[src/hdl/mbp_pkg.sv]
package mbp_pkg;

    typedef enum logic [2:0] {
        ST_IGNORE,
        ST_STATUS,
        ST_SYSEX,
        ST_WAIT2,
        ST_WAIT1
    } parse_state_t;

    // Result kinds
    localparam logic [3:0] KIND_NOTE_OFF     = 4'd0;
    localparam logic [3:0] KIND_SONG_POS     = 4'd7;
    localparam logic [3:0] KIND_SYSEX_START  = 4'd8;
    localparam logic [3:0] KIND_SYSEX_DATA   = 4'd9;
    localparam logic [3:0] KIND_SYSEX_END    = 4'd10;
    localparam logic [3:0] KIND_SYSEX_ABORT  = 4'd11;

    // Message type index; voice types share their code with the result kind
    localparam logic [3:0] TYPE_NOTE_OFF     = 4'd0;
    localparam logic [3:0] TYPE_NOTE_ON      = 4'd1;
    localparam logic [3:0] TYPE_POLY_AT      = 4'd2;
    localparam logic [3:0] TYPE_CTRL_CHG     = 4'd3;
    localparam logic [3:0] TYPE_PROG_CHG     = 4'd4;
    localparam logic [3:0] TYPE_CHAN_PRESS   = 4'd5;
    localparam logic [3:0] TYPE_PITCH        = 4'd6;
    localparam logic [3:0] TYPE_MTC_QF       = 4'd7;
    localparam logic [3:0] TYPE_SONG_POS     = 4'd8;
    localparam logic [3:0] TYPE_SONG_SEL     = 4'd9;
    localparam logic [3:0] TYPE_TUNE_REQ     = 4'd10;
    localparam logic [3:0] TYPE_NONE         = 4'd11;
    localparam logic [3:0] VOICE_KINDS       = 4'd7;

    // Status bytes
    localparam logic [7:0] SB_NONE           = 8'h00;
    localparam logic [7:0] SB_NOTE_OFF       = 8'h80;
    localparam logic [7:0] SB_NOTE_ON        = 8'h90;
    localparam logic [7:0] SB_POLY_AT        = 8'hA0;
    localparam logic [7:0] SB_CTRL_CHG       = 8'hB0;
    localparam logic [7:0] SB_PROG_CHG       = 8'hC0;
    localparam logic [7:0] SB_CHAN_PRESS     = 8'hD0;
    localparam logic [7:0] SB_PITCH          = 8'hE0;
    localparam logic [7:0] SB_SYSEX_START    = 8'hF0;
    localparam logic [7:0] SB_MTC_QF         = 8'hF1;
    localparam logic [7:0] SB_SONG_POS       = 8'hF2;
    localparam logic [7:0] SB_SONG_SEL       = 8'hF3;
    localparam logic [7:0] SB_TUNE_REQ       = 8'hF6;
    localparam logic [7:0] SB_SYSEX_END      = 8'hF7;
    localparam logic [7:0] SB_REALTIME_BASE  = 8'hF8;

    localparam logic [3:0] SYSTEM_NIBBLE     = 4'hF;

    // Register map
    localparam logic REG_PARSER_ENABLE       = 1'b0;

    function automatic logic [3:0] type_lookup(input logic [7:0] key);
        logic [3:0] idx;
        case (key)
            SB_NOTE_OFF:   idx = TYPE_NOTE_OFF;
            SB_NOTE_ON:    idx = TYPE_NOTE_ON;
            SB_POLY_AT:    idx = TYPE_POLY_AT;
            SB_CTRL_CHG:   idx = TYPE_CTRL_CHG;
            SB_PROG_CHG:   idx = TYPE_PROG_CHG;
            SB_CHAN_PRESS: idx = TYPE_CHAN_PRESS;
            SB_PITCH:      idx = TYPE_PITCH;
            SB_MTC_QF:     idx = TYPE_MTC_QF;
            SB_SONG_POS:   idx = TYPE_SONG_POS;
            SB_SONG_SEL:   idx = TYPE_SONG_SEL;
            SB_TUNE_REQ:   idx = TYPE_TUNE_REQ;
            default:       idx = TYPE_NONE;
        endcase
        return idx;
    endfunction

    // State that follows the status byte of a given type
    function automatic parse_state_t type_follow_state(input logic [3:0] idx);
        parse_state_t st;
        case (idx)
            TYPE_NOTE_OFF, TYPE_NOTE_ON, TYPE_POLY_AT, TYPE_CTRL_CHG,
            TYPE_PITCH, TYPE_SONG_POS:                 st = ST_WAIT2;
            TYPE_PROG_CHG, TYPE_CHAN_PRESS, TYPE_MTC_QF,
            TYPE_SONG_SEL:                             st = ST_WAIT1;
            TYPE_TUNE_REQ:                             st = ST_STATUS;
            default:                                   st = ST_IGNORE;
        endcase
        return st;
    endfunction

endpackage

[src/hdl/midi_byte_parser.sv]
// MIDI byte parser: takes one received byte per item and delivers one item per
// completed message (channel voice, song position, with running status; note-on
// at velocity zero comes out as note-off) and one per sysex start, data byte, end
// or abort. Realtime bytes are swallowed. It takes a byte in every cycle unless
// out_stall holds a valid result: the byte is registered, decoded against the small
// parse state in a single pass, and the result lands in the output register.
// out_stall holds the output register and backs up into the input register.
// Register 0 (parser_enable, reset 1) drops all non-realtime bytes when cleared.
module midi_byte_parser (
    input  logic        clk,
    input  logic        rst_n,

    input  logic        psel,
    input  logic        penable,
    input  logic        pwrite,
    input  logic [2:0]  paddr,
    input  logic [31:0] pwdata,
    output logic [31:0] prdata,
    output logic        pready,

    input  logic        in_valid,
    output logic        in_stall,
    input  logic [7:0]  rx_byte,

    output logic        out_valid,
    input  logic        out_stall,
    output logic [3:0]  message_kind,
    output logic [7:0]  status_byte,
    output logic [6:0]  data_first,
    output logic [6:0]  data_second
);

    // Config
    logic enable_reg;
    logic reg_sel;
    logic cfg_write;

    assign pready    = 1'b1;
    assign reg_sel   = (paddr[2] == mbp_pkg::REG_PARSER_ENABLE);
    assign cfg_write = psel && penable && pwrite && pready && reg_sel;
    assign prdata    = reg_sel ? {31'b0, enable_reg} : 32'b0;

    always_ff @(posedge clk or negedge rst_n) begin
        if (!rst_n) begin
            enable_reg <= 1'b1;
        end
        else if (cfg_write) begin
            enable_reg <= pwdata[0];
        end
    end

    // Input register
    logic       in_valid_reg;
    logic [7:0] in_byte_reg;
    logic       advance;
    logic       in_accept;

    assign advance   = in_valid_reg && !(out_valid && out_stall);
    assign in_stall  = in_valid_reg && !advance;
    assign in_accept = in_valid && !in_stall;

    always_ff @(posedge clk or negedge rst_n) begin
        if (!rst_n) begin
            in_valid_reg <= 1'b0;
        end
        else if (in_accept) begin
            in_valid_reg <= 1'b1;
        end
        else if (advance) begin
            in_valid_reg <= 1'b0;
        end
    end

    always_ff @(posedge clk) begin
        if (in_accept) begin
            in_byte_reg <= rx_byte;
        end
    end

    // Parse state
    mbp_pkg::parse_state_t parse_state_reg, parse_state_next;
    logic [7:0] last_status_reg, last_status_next;
    logic [3:0] type_index_reg, type_index_next;
    logic [6:0] data_held_reg, data_held_next;

    logic proceed;
    logic is_data;

    assign proceed = advance && (in_byte_reg < mbp_pkg::SB_REALTIME_BASE) && enable_reg;
    assign is_data = !in_byte_reg[7];

    // Status-byte handling (also covers a data byte under running status)
    logic [7:0]            hs_last;
    logic [7:0]            hs_key;
    logic [3:0]            hs_type;
    logic [3:0]            hs_type_keep;
    mbp_pkg::parse_state_t hs_follow;
    mbp_pkg::parse_state_t hs_state;
    logic                  hs_no_status;
    logic                  hs_take;
    logic                  hs_start;
    logic                  hs_valid;
    logic [3:0]            hs_kind;
    logic [7:0]            hs_status;
    logic [6:0]            hs_d1;

    always_comb begin
        hs_start = (in_byte_reg == mbp_pkg::SB_SYSEX_START);
        if (hs_start) begin
            hs_last = mbp_pkg::SB_NONE;
        end
        else if (!is_data) begin
            hs_last = in_byte_reg;
        end
        else begin
            hs_last = last_status_reg;
        end
        // channel messages are looked up without their channel
        if (hs_last[7] && hs_last[7:4] != mbp_pkg::SYSTEM_NIBBLE) begin
            hs_key = {hs_last[7:4], 4'h0};
        end
        else begin
            hs_key = hs_last;
        end
        hs_type      = mbp_pkg::type_lookup(hs_key);
        hs_follow    = mbp_pkg::type_follow_state(hs_type);
        hs_no_status = is_data && (last_status_reg == mbp_pkg::SB_NONE);
        hs_type_keep = hs_no_status ? type_index_reg : hs_type;
        hs_take      = is_data && !hs_no_status
                       && (hs_follow == mbp_pkg::ST_WAIT2 || hs_follow == mbp_pkg::ST_WAIT1);

        if (hs_start) begin
            hs_state = mbp_pkg::ST_SYSEX;
        end
        else if (hs_no_status) begin
            hs_state = mbp_pkg::ST_STATUS;
        end
        else if (hs_take) begin
            hs_state = (hs_follow == mbp_pkg::ST_WAIT2) ? mbp_pkg::ST_WAIT1
                                                          : mbp_pkg::ST_STATUS;
        end
        else begin
            hs_state = hs_follow;
        end

        hs_valid  = hs_start
                    || (hs_take && hs_follow == mbp_pkg::ST_WAIT1
                        && hs_type < mbp_pkg::VOICE_KINDS);
        hs_kind   = hs_start ? mbp_pkg::KIND_SYSEX_START : hs_type;
        hs_status = hs_last;
        hs_d1     = hs_start ? 7'd0 : in_byte_reg[6:0];
    end

    // Last data byte of a message in WAIT1
    logic       td_two;
    logic       td_note_off;
    logic       td_valid;
    logic [3:0] td_kind;
    logic [6:0] td_d1;
    logic [6:0] td_d2;

    always_comb begin
        td_two      = (mbp_pkg::type_follow_state(type_index_reg) == mbp_pkg::ST_WAIT2);
        td_note_off = (type_index_reg == mbp_pkg::TYPE_NOTE_ON) && td_two
                      && (in_byte_reg[6:0] == 7'd0);
        td_valid    = (type_index_reg < mbp_pkg::VOICE_KINDS)
                      || (last_status_reg == mbp_pkg::SB_SONG_POS);
        if (td_note_off) begin
            td_kind = mbp_pkg::KIND_NOTE_OFF;
        end
        else if (type_index_reg < mbp_pkg::VOICE_KINDS) begin
            td_kind = type_index_reg;
        end
        else begin
            td_kind = mbp_pkg::KIND_SONG_POS;
        end
        td_d1 = td_two ? data_held_reg : in_byte_reg[6:0];
        td_d2 = td_two ? in_byte_reg[6:0] : 7'd0;
    end

    // Next state
    always_comb begin
        parse_state_next = parse_state_reg;
        if (proceed) begin
            case (parse_state_reg)
                mbp_pkg::ST_IGNORE:
                begin
                    if (!is_data) begin
                        parse_state_next = hs_state;
                    end
                end
                mbp_pkg::ST_SYSEX:
                begin
                    if (is_data || hs_start) begin
                        parse_state_next = mbp_pkg::ST_SYSEX;
                    end
                    else if (in_byte_reg == mbp_pkg::SB_SYSEX_END) begin
                        parse_state_next = mbp_pkg::ST_STATUS;
                    end
                    else begin
                        parse_state_next = hs_state;
                    end
                end
                mbp_pkg::ST_WAIT2:
                begin
                    parse_state_next = is_data ? mbp_pkg::ST_WAIT1 : hs_state;
                end
                mbp_pkg::ST_WAIT1:
                begin
                    parse_state_next = is_data ? mbp_pkg::ST_STATUS : hs_state;
                end
                default:
                begin
                    parse_state_next = hs_state;
                end
            endcase
        end
    end

    // Datapath and result
    logic       res_valid;
    logic [3:0] res_kind;
    logic [7:0] res_status;
    logic [6:0] res_d1;
    logic [6:0] res_d2;
    logic       apply_hs;

    always_comb begin
        last_status_next = last_status_reg;
        type_index_next  = type_index_reg;
        data_held_next   = data_held_reg;
        res_valid        = 1'b0;
        res_kind         = hs_kind;
        res_status       = hs_status;
        res_d1           = hs_d1;
        res_d2           = 7'd0;
        apply_hs         = 1'b0;

        if (proceed) begin
            case (parse_state_reg)
                mbp_pkg::ST_IGNORE:
                begin
                    apply_hs = !is_data;
                end
                mbp_pkg::ST_SYSEX:
                begin
                    res_valid  = 1'b1;
                    res_status = mbp_pkg::SB_NONE;
                    res_d1     = 7'd0;
                    if (is_data) begin
                        res_kind = mbp_pkg::KIND_SYSEX_DATA;
                        res_d1   = in_byte_reg[6:0];
                    end
                    else if (in_byte_reg == mbp_pkg::SB_SYSEX_END) begin
                        res_kind = mbp_pkg::KIND_SYSEX_END;
                    end
                    else begin
                        // a new sysex start only clears the last status
                        res_kind = mbp_pkg::KIND_SYSEX_ABORT;
                        if (hs_start) begin
                            last_status_next = mbp_pkg::SB_NONE;
                        end
                        else begin
                            last_status_next = hs_last;
                            type_index_next  = hs_type_keep;
                        end
                    end
                end
                mbp_pkg::ST_WAIT2:
                begin
                    if (is_data) begin
                        data_held_next = in_byte_reg[6:0];
                    end
                    else begin
                        apply_hs = 1'b1;
                    end
                end
                mbp_pkg::ST_WAIT1:
                begin
                    if (is_data) begin
                        res_valid  = td_valid;
                        res_kind   = td_kind;
                        res_status = last_status_reg;
                        res_d1     = td_d1;
                        res_d2     = td_d2;
                        if (td_note_off) begin
                            type_index_next = mbp_pkg::TYPE_NOTE_OFF;
                        end
                    end
                    else begin
                        apply_hs = 1'b1;
                    end
                end
                default:
                begin
                    apply_hs = 1'b1;
                end
            endcase

            if (apply_hs) begin
                last_status_next = hs_last;
                type_index_next  = hs_type_keep;
                res_valid        = hs_valid;
                if (hs_take && hs_follow == mbp_pkg::ST_WAIT2) begin
                    data_held_next = in_byte_reg[6:0];
                end
            end
        end
    end

    always_ff @(posedge clk or negedge rst_n) begin
        if (!rst_n) begin
            parse_state_reg <= mbp_pkg::ST_IGNORE;
            last_status_reg <= mbp_pkg::SB_NONE;
            type_index_reg  <= mbp_pkg::TYPE_NOTE_OFF;
        end
        else begin
            parse_state_reg <= parse_state_next;
            last_status_reg <= last_status_next;
            type_index_reg  <= type_index_next;
        end
    end

    always_ff @(posedge clk) begin
        data_held_reg <= data_held_next;
    end

    // Output register
    logic       out_valid_reg;
    logic [3:0] message_kind_reg;
    logic [7:0] status_byte_reg;
    logic [6:0] data_first_reg;
    logic [6:0] data_second_reg;

    always_ff @(posedge clk or negedge rst_n) begin
        if (!rst_n) begin
            out_valid_reg <= 1'b0;
        end
        else if (advance) begin
            out_valid_reg <= res_valid;
        end
        else if (!out_stall) begin
            out_valid_reg <= 1'b0;
        end
    end

    always_ff @(posedge clk) begin
        if (advance && res_valid) begin
            message_kind_reg <= res_kind;
            status_byte_reg  <= res_status;
            data_first_reg   <= res_d1;
            data_second_reg  <= res_d2;
        end
    end

    assign out_valid    = out_valid_reg;
    assign message_kind = message_kind_reg;
    assign status_byte  = status_byte_reg;
    assign data_first   = data_first_reg;
    assign data_second  = data_second_reg;

endmodule

[config.mk]
export PLATFORM = sky130hd
export DESIGN_NAME = midi_byte_parser
export DESIGN_NICKNAME = d
export VERILOG_FILES = /design/src/hdl/mbp_pkg.sv /design/src/hdl/midi_byte_parser.sv
export SDC_FILE = /design/constraint.sdc
export NUM_CORES = 1
export LEC_CHECK = 0
export BUFFER_PORTS_ARGS = -buffer_cell sky130_fd_sc_hd__buf_2
export CAP_MARGIN = 30
export CELL_PAD_IN_SITES_DETAIL_PLACEMENT = 0
export CELL_PAD_IN_SITES_GLOBAL_PLACEMENT = 2
export CORE_MARGIN = 8
export CORE_UTILIZATION = 28
export CTS_CLUSTER_SIZE = 16
export DETAILED_ROUTE_END_ITERATION = 10
export GPL_TIMING_DRIVEN = 0
export PLACE_DENSITY = 0.76
export SLEW_MARGIN = 30
export SYNTH_ARGS = -nofsm -noshare
export SYNTH_HDL_FRONTEND = slang
export SYNTH_SLANG_ARGS = --single-unit
[constraint.sdc]
create_clock -name clk -period 3.85 [get_ports clk]
set_input_delay 0.1925 -clock clk [delete_from_list [all_inputs] [get_ports clk]]
set_output_delay 0.1925 -clock clk [all_outputs]
set_load 0.01 [all_outputs]
==> metrics.yaml, run 1 <==
status: "complete, no violations"
dieArea_sq_um: 16700
drt_iter0_drc: 243
cellLeakagePower_nw: 1.84
grt_pass1_wl_microns: 16800
setup.worst_path.end_class: "flop"
cp.required_ns: 3.88
initial_utilization_pct: 28.5
worst_r2r_path_depth: 8
max_stage_delay_ns: 0.50
netlist_area_sq_um: 3580
setup-tns-final_ns: 0
crit_start: "in_byte_reg[7]"
synthArstFlopShare_pct: 30.5
tritoncts: "yes"
arrival_ns: 3.51
cts_root_buffer: "clkbuf_16"
hp-start: "rx_byte[2]"
synth_ff_type: "edfxtp_1"
synth_simple_gate_area_share_pct: 16.6
first_pass_iters: 4
numCtsBuffers: 9
regToRegStartpoint: "in_byte_reg[7]"
grt_pass1_vias: 2999
tightest_slew_ns: 0.835
cp_num_buf_inv: 6
synthXorXnorAreaFrac_pct: 0.245
crit_cells: 8
port-buffer-count: 45
core-area_sq_um: 12600
grt_overflow: 0
cts.clk_slew.worst_paths_ns: 0.06
fin_util_pct: 35.6
yosysWarnings: 0
cts.sinks: 59
ir_drop_mv: 0.201
vias_per_cell: 4.88
synth_compound_area_share_pct: 20.2
dr_total_vias: 2967
rsz0062_at_grt: "false"
grt_util_all_layers_pct: 13.1
setup_viol: 0
slew_violations: 0
muxShareOfSynthArea_pct: 5.90
synthToLayoutAreaGrowth_pct: 24.9
min_period_ns: 3.49
synth_top_family_by_area: "compound AO/OA/AOI/OAI gates"
timing.fmax_mhz: 287
syn_inst: 343
diodes: 0
synthAdderAreaFrac_pct: 0
clockBufferDepth: 2
cap_violations: 0
wl_microns: 10500
grt_max_degree: 19
crit_type: "reg2reg"
synth_cell_types: 69
route.detailed.drc: 0
crit_slowest_cell: "clkbuf_1"
hold_path.class: "in2reg"
post_cts_buffers: 0
die_h_microns: 129
clock_skew_ns: 0.00561
path_delay_family: "buffers and inverters"
hpwl_microns: 7900
cellPowerDensity_nw_per_um2: 623
die_w_microns: 129
ys_seq_area_share_pct: 47.0
cp_common_cell: "clkbuf_1"
min_path_cells: 1
top_level_ports: 111
num_rows: 41
htree_levels: 3
nets: 481
avgSynthCellArea_sq_um: 10.4
min_period_over_period_pct: 90.5
crit_chain: "buf_4, buf_4, clkbuf_1, clkbuf_1, clkbuf_1, nor2_1, nor3_4, buf_6"
place.gp.congestion: 0.873
cp_max_fo: 16
antenna_found_initial: 0
ant_nets: 0
slew-limit-headroom_pct: 44.2
synth_edf_count: 41
ys_ff_latch: 59
hold_viol_final: 0
worstSetupStartpointType: "flop"
post_drt_wl_per_cell_microns: 17.3
fill_cells: 1271
clock_latency_ns: 0.33
total_power_mw: 2.79
drive_gt1_share_pct: 30.3
==> final timing paths <==
check	to	slack, ns
worst min-delay path	in_byte_reg[2]	0.04
max in group asynchronous	enable_reg	3.12
worst max-delay path	status_byte[6]	0.36
min in group asynchronous	last_status_reg[2]	0.37
worst min register to register	out_valid	0.52
worst max register to register	status_byte[6]	0.36
==> Yosys cell counts (all sizes together), types with 4 or more instances <==
cell    number  area (sq um)
mux2        14           161
a31oi        5          46.3
inv          6          22.5
nor3         7          35.0
a21oi       15          75.1
or2          4          25.0
a211oi       5          37.5
nand2       19          71.3
buf         38           287
edfxtp      41          1230
a22o         7          61.3
a211o        5          43.8
dfrtp       17           425
clkbuf      11          41.3
and2         7          43.8
o21ai       20           100
nor2b        4          25.0
mux2i        5          50.1
o31ai        4          30.0
nor2        41           154
==> placed cells by master, fill, tap and decap left out, types with 3 or more instances in the layout <==
cell,count
a211o_1,5
o21ai_0,19
or3_1,3
o22ai_1,3
nand4_1,3
buf_2,46
nand2_1,19
buf_4,34
a31oi_1,4
mux2_2,13
o31ai_1,4
clkbuf_16,9
a211oi_1,5
inv_1,6
and3_1,3
nand2b_1,3
nor2b_1,4
mux2i_1,5
o22a_1,3
and2_1,7
or2_2,4
clkbuf_1,11
nor2_1,41
nor3_1,6
edfxtp_1,41
a22o_1,7
dfrtp_1,17
conb_1,32
buf_6,3
a21oi_1,15
==> final cells by class <==
class,count,area (sq um),area share (%)
inverters,7,26.3,0.587
repair buffers,47,246,5.51
plain buffers,49,328,7.33
clock buffers,9,225,5.03
flip-flops and latches,59,1680,37.6
multi-input cells,258,1670,37.4
clock inverters,7,76.3,1.71
well taps,172,215,4.81
==> power breakdown <==
| part | total, mW | internal, mW | switching, mW |
|---|---|---|---|
| Clock | 0.819 | 0.504 | 0.315 |
| Sequential | 0.971 | 0.852 | 0.119 |
| Combinational | 0.997 | 0.404 | 0.593 |
| Total | 2.79 | 1.76 | 1.03 |
==> stage by stage <==
stage	instances	instance area, sq um	hold slack (ns)	setup slack [ns]
6_report	608	4470	0.0368	0.364
3_3_place_gp	590	4140	0.185	-0.402
2_1_floorplan	373	3700	-0.103	0.765
5_1_grt	608	4470	0.0297	0.112
4_1_cts	608	4470	0.0300	0.374
3_5_place_dp	591	4160	0.181	0.382
==> repair_timing <==
item	in CTS	in global routing
hold endpoints to repair	17	0
hold buffers	1	0
gates resized for setup	0	0
==> logic make-up after synthesis <==
| logic type | after synthesis |
|---|---|
| buf+inv | 56 |
| simple gates | 113 |
| other cells | 2 |
| xor+xnor | 1 |
| compound gates | 93 |
| mux | 19 |
| flops | 59 |
==> per-layer routing <==
metal | share of wire (%) | track usage [%] | up-vias
met5 | 0 | 0 | -
met4 | 2.1 | 6.22 | 0
met3 | 5.5 | 1.85 | 13
met2 | 48 | 21.2 | 106
met1 | 45 | 17.0 | 1440
li1 | - | - | 1408
(Power assumes the default switching activity.)
==> run 2: changes to the inputs <==
Settings changed: SETUP_SLACK_MARGIN set to 0.4.
==> metrics.yaml, run 2 (same netlist as run 1, synthesis figures left out) <==
status: "complete, no violations"
cap_violations: 0
drt_iter0_drc: 254
cts.clk_slew.worst_paths_ns: 0.06
finalNonFillerCells: 610
min_path_cells: 1
dr_total_vias: 2951
dieArea_sq_um: 16700
cellLeakagePower_nw: 1.85
cellPowerDensity_nw_per_um2: 623
pre_cts_ws_ns: 0.382
worst_r2r_path_depth: 7
top_usage_layer: "met2"
setup_slack_ns: 0.683
ant_nets: 0
route.detailed.drc: 0
swShare_pct: 37.0
ir_drop_mv: 0.207
drive_gt1_share_pct: 31.7
slew_violations: 0
place.gp.congestion: 0.873
num_rows: 41
synthToLayoutAreaGrowth_pct: 25.9
max_stage_delay_ns: 0.59
tightest_slew_ns: 0.818
tritoncts: "yes"
min_period_ns: 3.17
die_h_microns: 129
port-buffer-count: 45
fill_cells: 1267
post_drt_wl_per_cell_microns: 17.3
clock_skew_ns: 0.00598
worstSetupStartpointType: "flop"
hold_path.class: "in2reg"
cp.required_ns: 3.93
crit_type: "reg2reg"
cp_max_fo: 10
final_common_cell: "buf_2"
min_period_over_period_pct: 82.3
rrSetupSlack_ns: 0.68
p_seq_share_pct: 34.6
timing.fmax_mhz: 316
initial_utilization_pct: 28.5
setup_viol: 0
power.internal_mw: 1.77
clockBufferDepth: 2
vias_per_cell: 4.84
clock_latency_ns: 0.33
diodes: 0
wl_microns: 10500
top_level_ports: 111
setup.worst_path.end_class: "flop"
p_sw_mw: 1.04
die_w_microns: 129
hpwl_microns: 7900
htree_levels: 3
grt_pass1_wl_microns: 16900
first_pass_iters: 5
cts_root_buffer: "clkbuf_16"
gr-usage-met1_pct: 17.0
antenna_found_initial: 0
nets: 483
grt_overflow: 0
core-area_sq_um: 12600
grt_pass1_vias: 3007
grt_util_all_layers_pct: 13.2
rsz0062_at_grt: "false"
crit_slowest_cell: "nor4_2"
arrival_ns: 3.25
use_met2_pct: 21.3
hold_viol_final: 0
p_comb_share_pct: 36.0
cts.sinks: 59
place_inst: 591
most-common-layout-cells: "buf_2, edfxtp_1, nor2_1, buf_4, conb_1"
numCtsBuffers: 9
crit_chain: "clkbuf_1, nor4_2, a21oi_1, a311oi_4, o41ai_4, a31oi_4, mux2_2"
use_met3_pct: 1.85
grt_max_degree: 19
clkPwrFrac_pct: 29.4
slew-limit-headroom_pct: 44.9
-- run 2: cell count changes in the layout (fill, tap and decap cells not counted) --
cell        change
nor2_2          +1
clkbuf_1        -1
clkinv_1        -1
nor4_2          +1
o21ai_1         -1
buf_4           +2
nor4_1          -1
clkbuf_2        +1
clkinvlp_4      +1
nor2_1          -1
o21ai_2         +1
-- run 2: power by group through the flow --
stage | Combinational [mW] | Clock (mW) | Sequential (mW)
floorplan | 0.711 | 0 | 0.962
global placement | 0.976 | 0 | 0.981
detailed placement | 0.987 | 0 | 0.985
CTS | 0.999 | 0.837 | 0.971
global route | 1.11 | 0.860 | 0.996
finish | 1.01 | 0.825 | 0.971
-- run 2: path summary, 6_finish.rpt --
path | from | to
worst max-delay path | in_byte_reg[0] | data_held_reg[6]
max in group asynchronous | rst_n | enable_reg
worst min-delay path | rx_byte[2] | in_byte_reg[2]
worst max register to register | in_byte_reg[0] | data_held_reg[6]
worst min register to register | out_valid | out_valid
min in group asynchronous | rst_n | last_status_reg[2]
-- run 2: final cells by class --
cell class                      count  area, sq um  share of cell area, %
Timing Repair Buffer               49          262                   5.80
Sequential cell                    59         1680                   37.3
Tap cell                          172          215                   4.78
Inverter                            7         30.0                  0.666
Clock inverter                      7         76.3                   1.69
Clock buffer                        9          225                   5.00
Buffer                             49          329                   7.30
Multi-Input combinational cell    258         1690                   37.4
-- run 2: layer usage --
layer / up-vias / routed length, microns
li1: 1416 / -
met5: - / 0
met2: 104 / 4990
met4: 0 / 212
met1: 1419 / 4730
met3: 12 / 599
-- run 2: critical path: cells and delay by family (launching register included) --
family          cells  cell delay [ns]
mux                 1             0.38
buf+inv             1             0.27
simple gates        1             0.59
compound gates      4             1.28
flops               1             0.39
-- run 2: metrics by stage --
step                      total power [mW]  setup TNS, ns  hold WS [ns]  utilization (%)  instance area [sq um]
after floorplan                       1.67              0        -0.103                -                   3700
after global placement                1.96         -10.41         0.185             32.9                   4140
after detailed placement              1.97              0         0.181             33.1                   4160
after CTS                             2.81              0        0.0300             35.7                   4490
after global routing                  2.97              0        0.0297             35.9                   4510
final                                 2.81              0        0.0307             35.9                   4510
-- run 2: what timing repair did --
item | in CTS | in global routing
buffers inserted | 2 | 0
setup endpoints to repair | 16 | 29
pin swaps | 1 | 0
endpoints found under the hold margin | 17 | 0
hold buffers | 1 | 0
resized for setup | 0 | 6
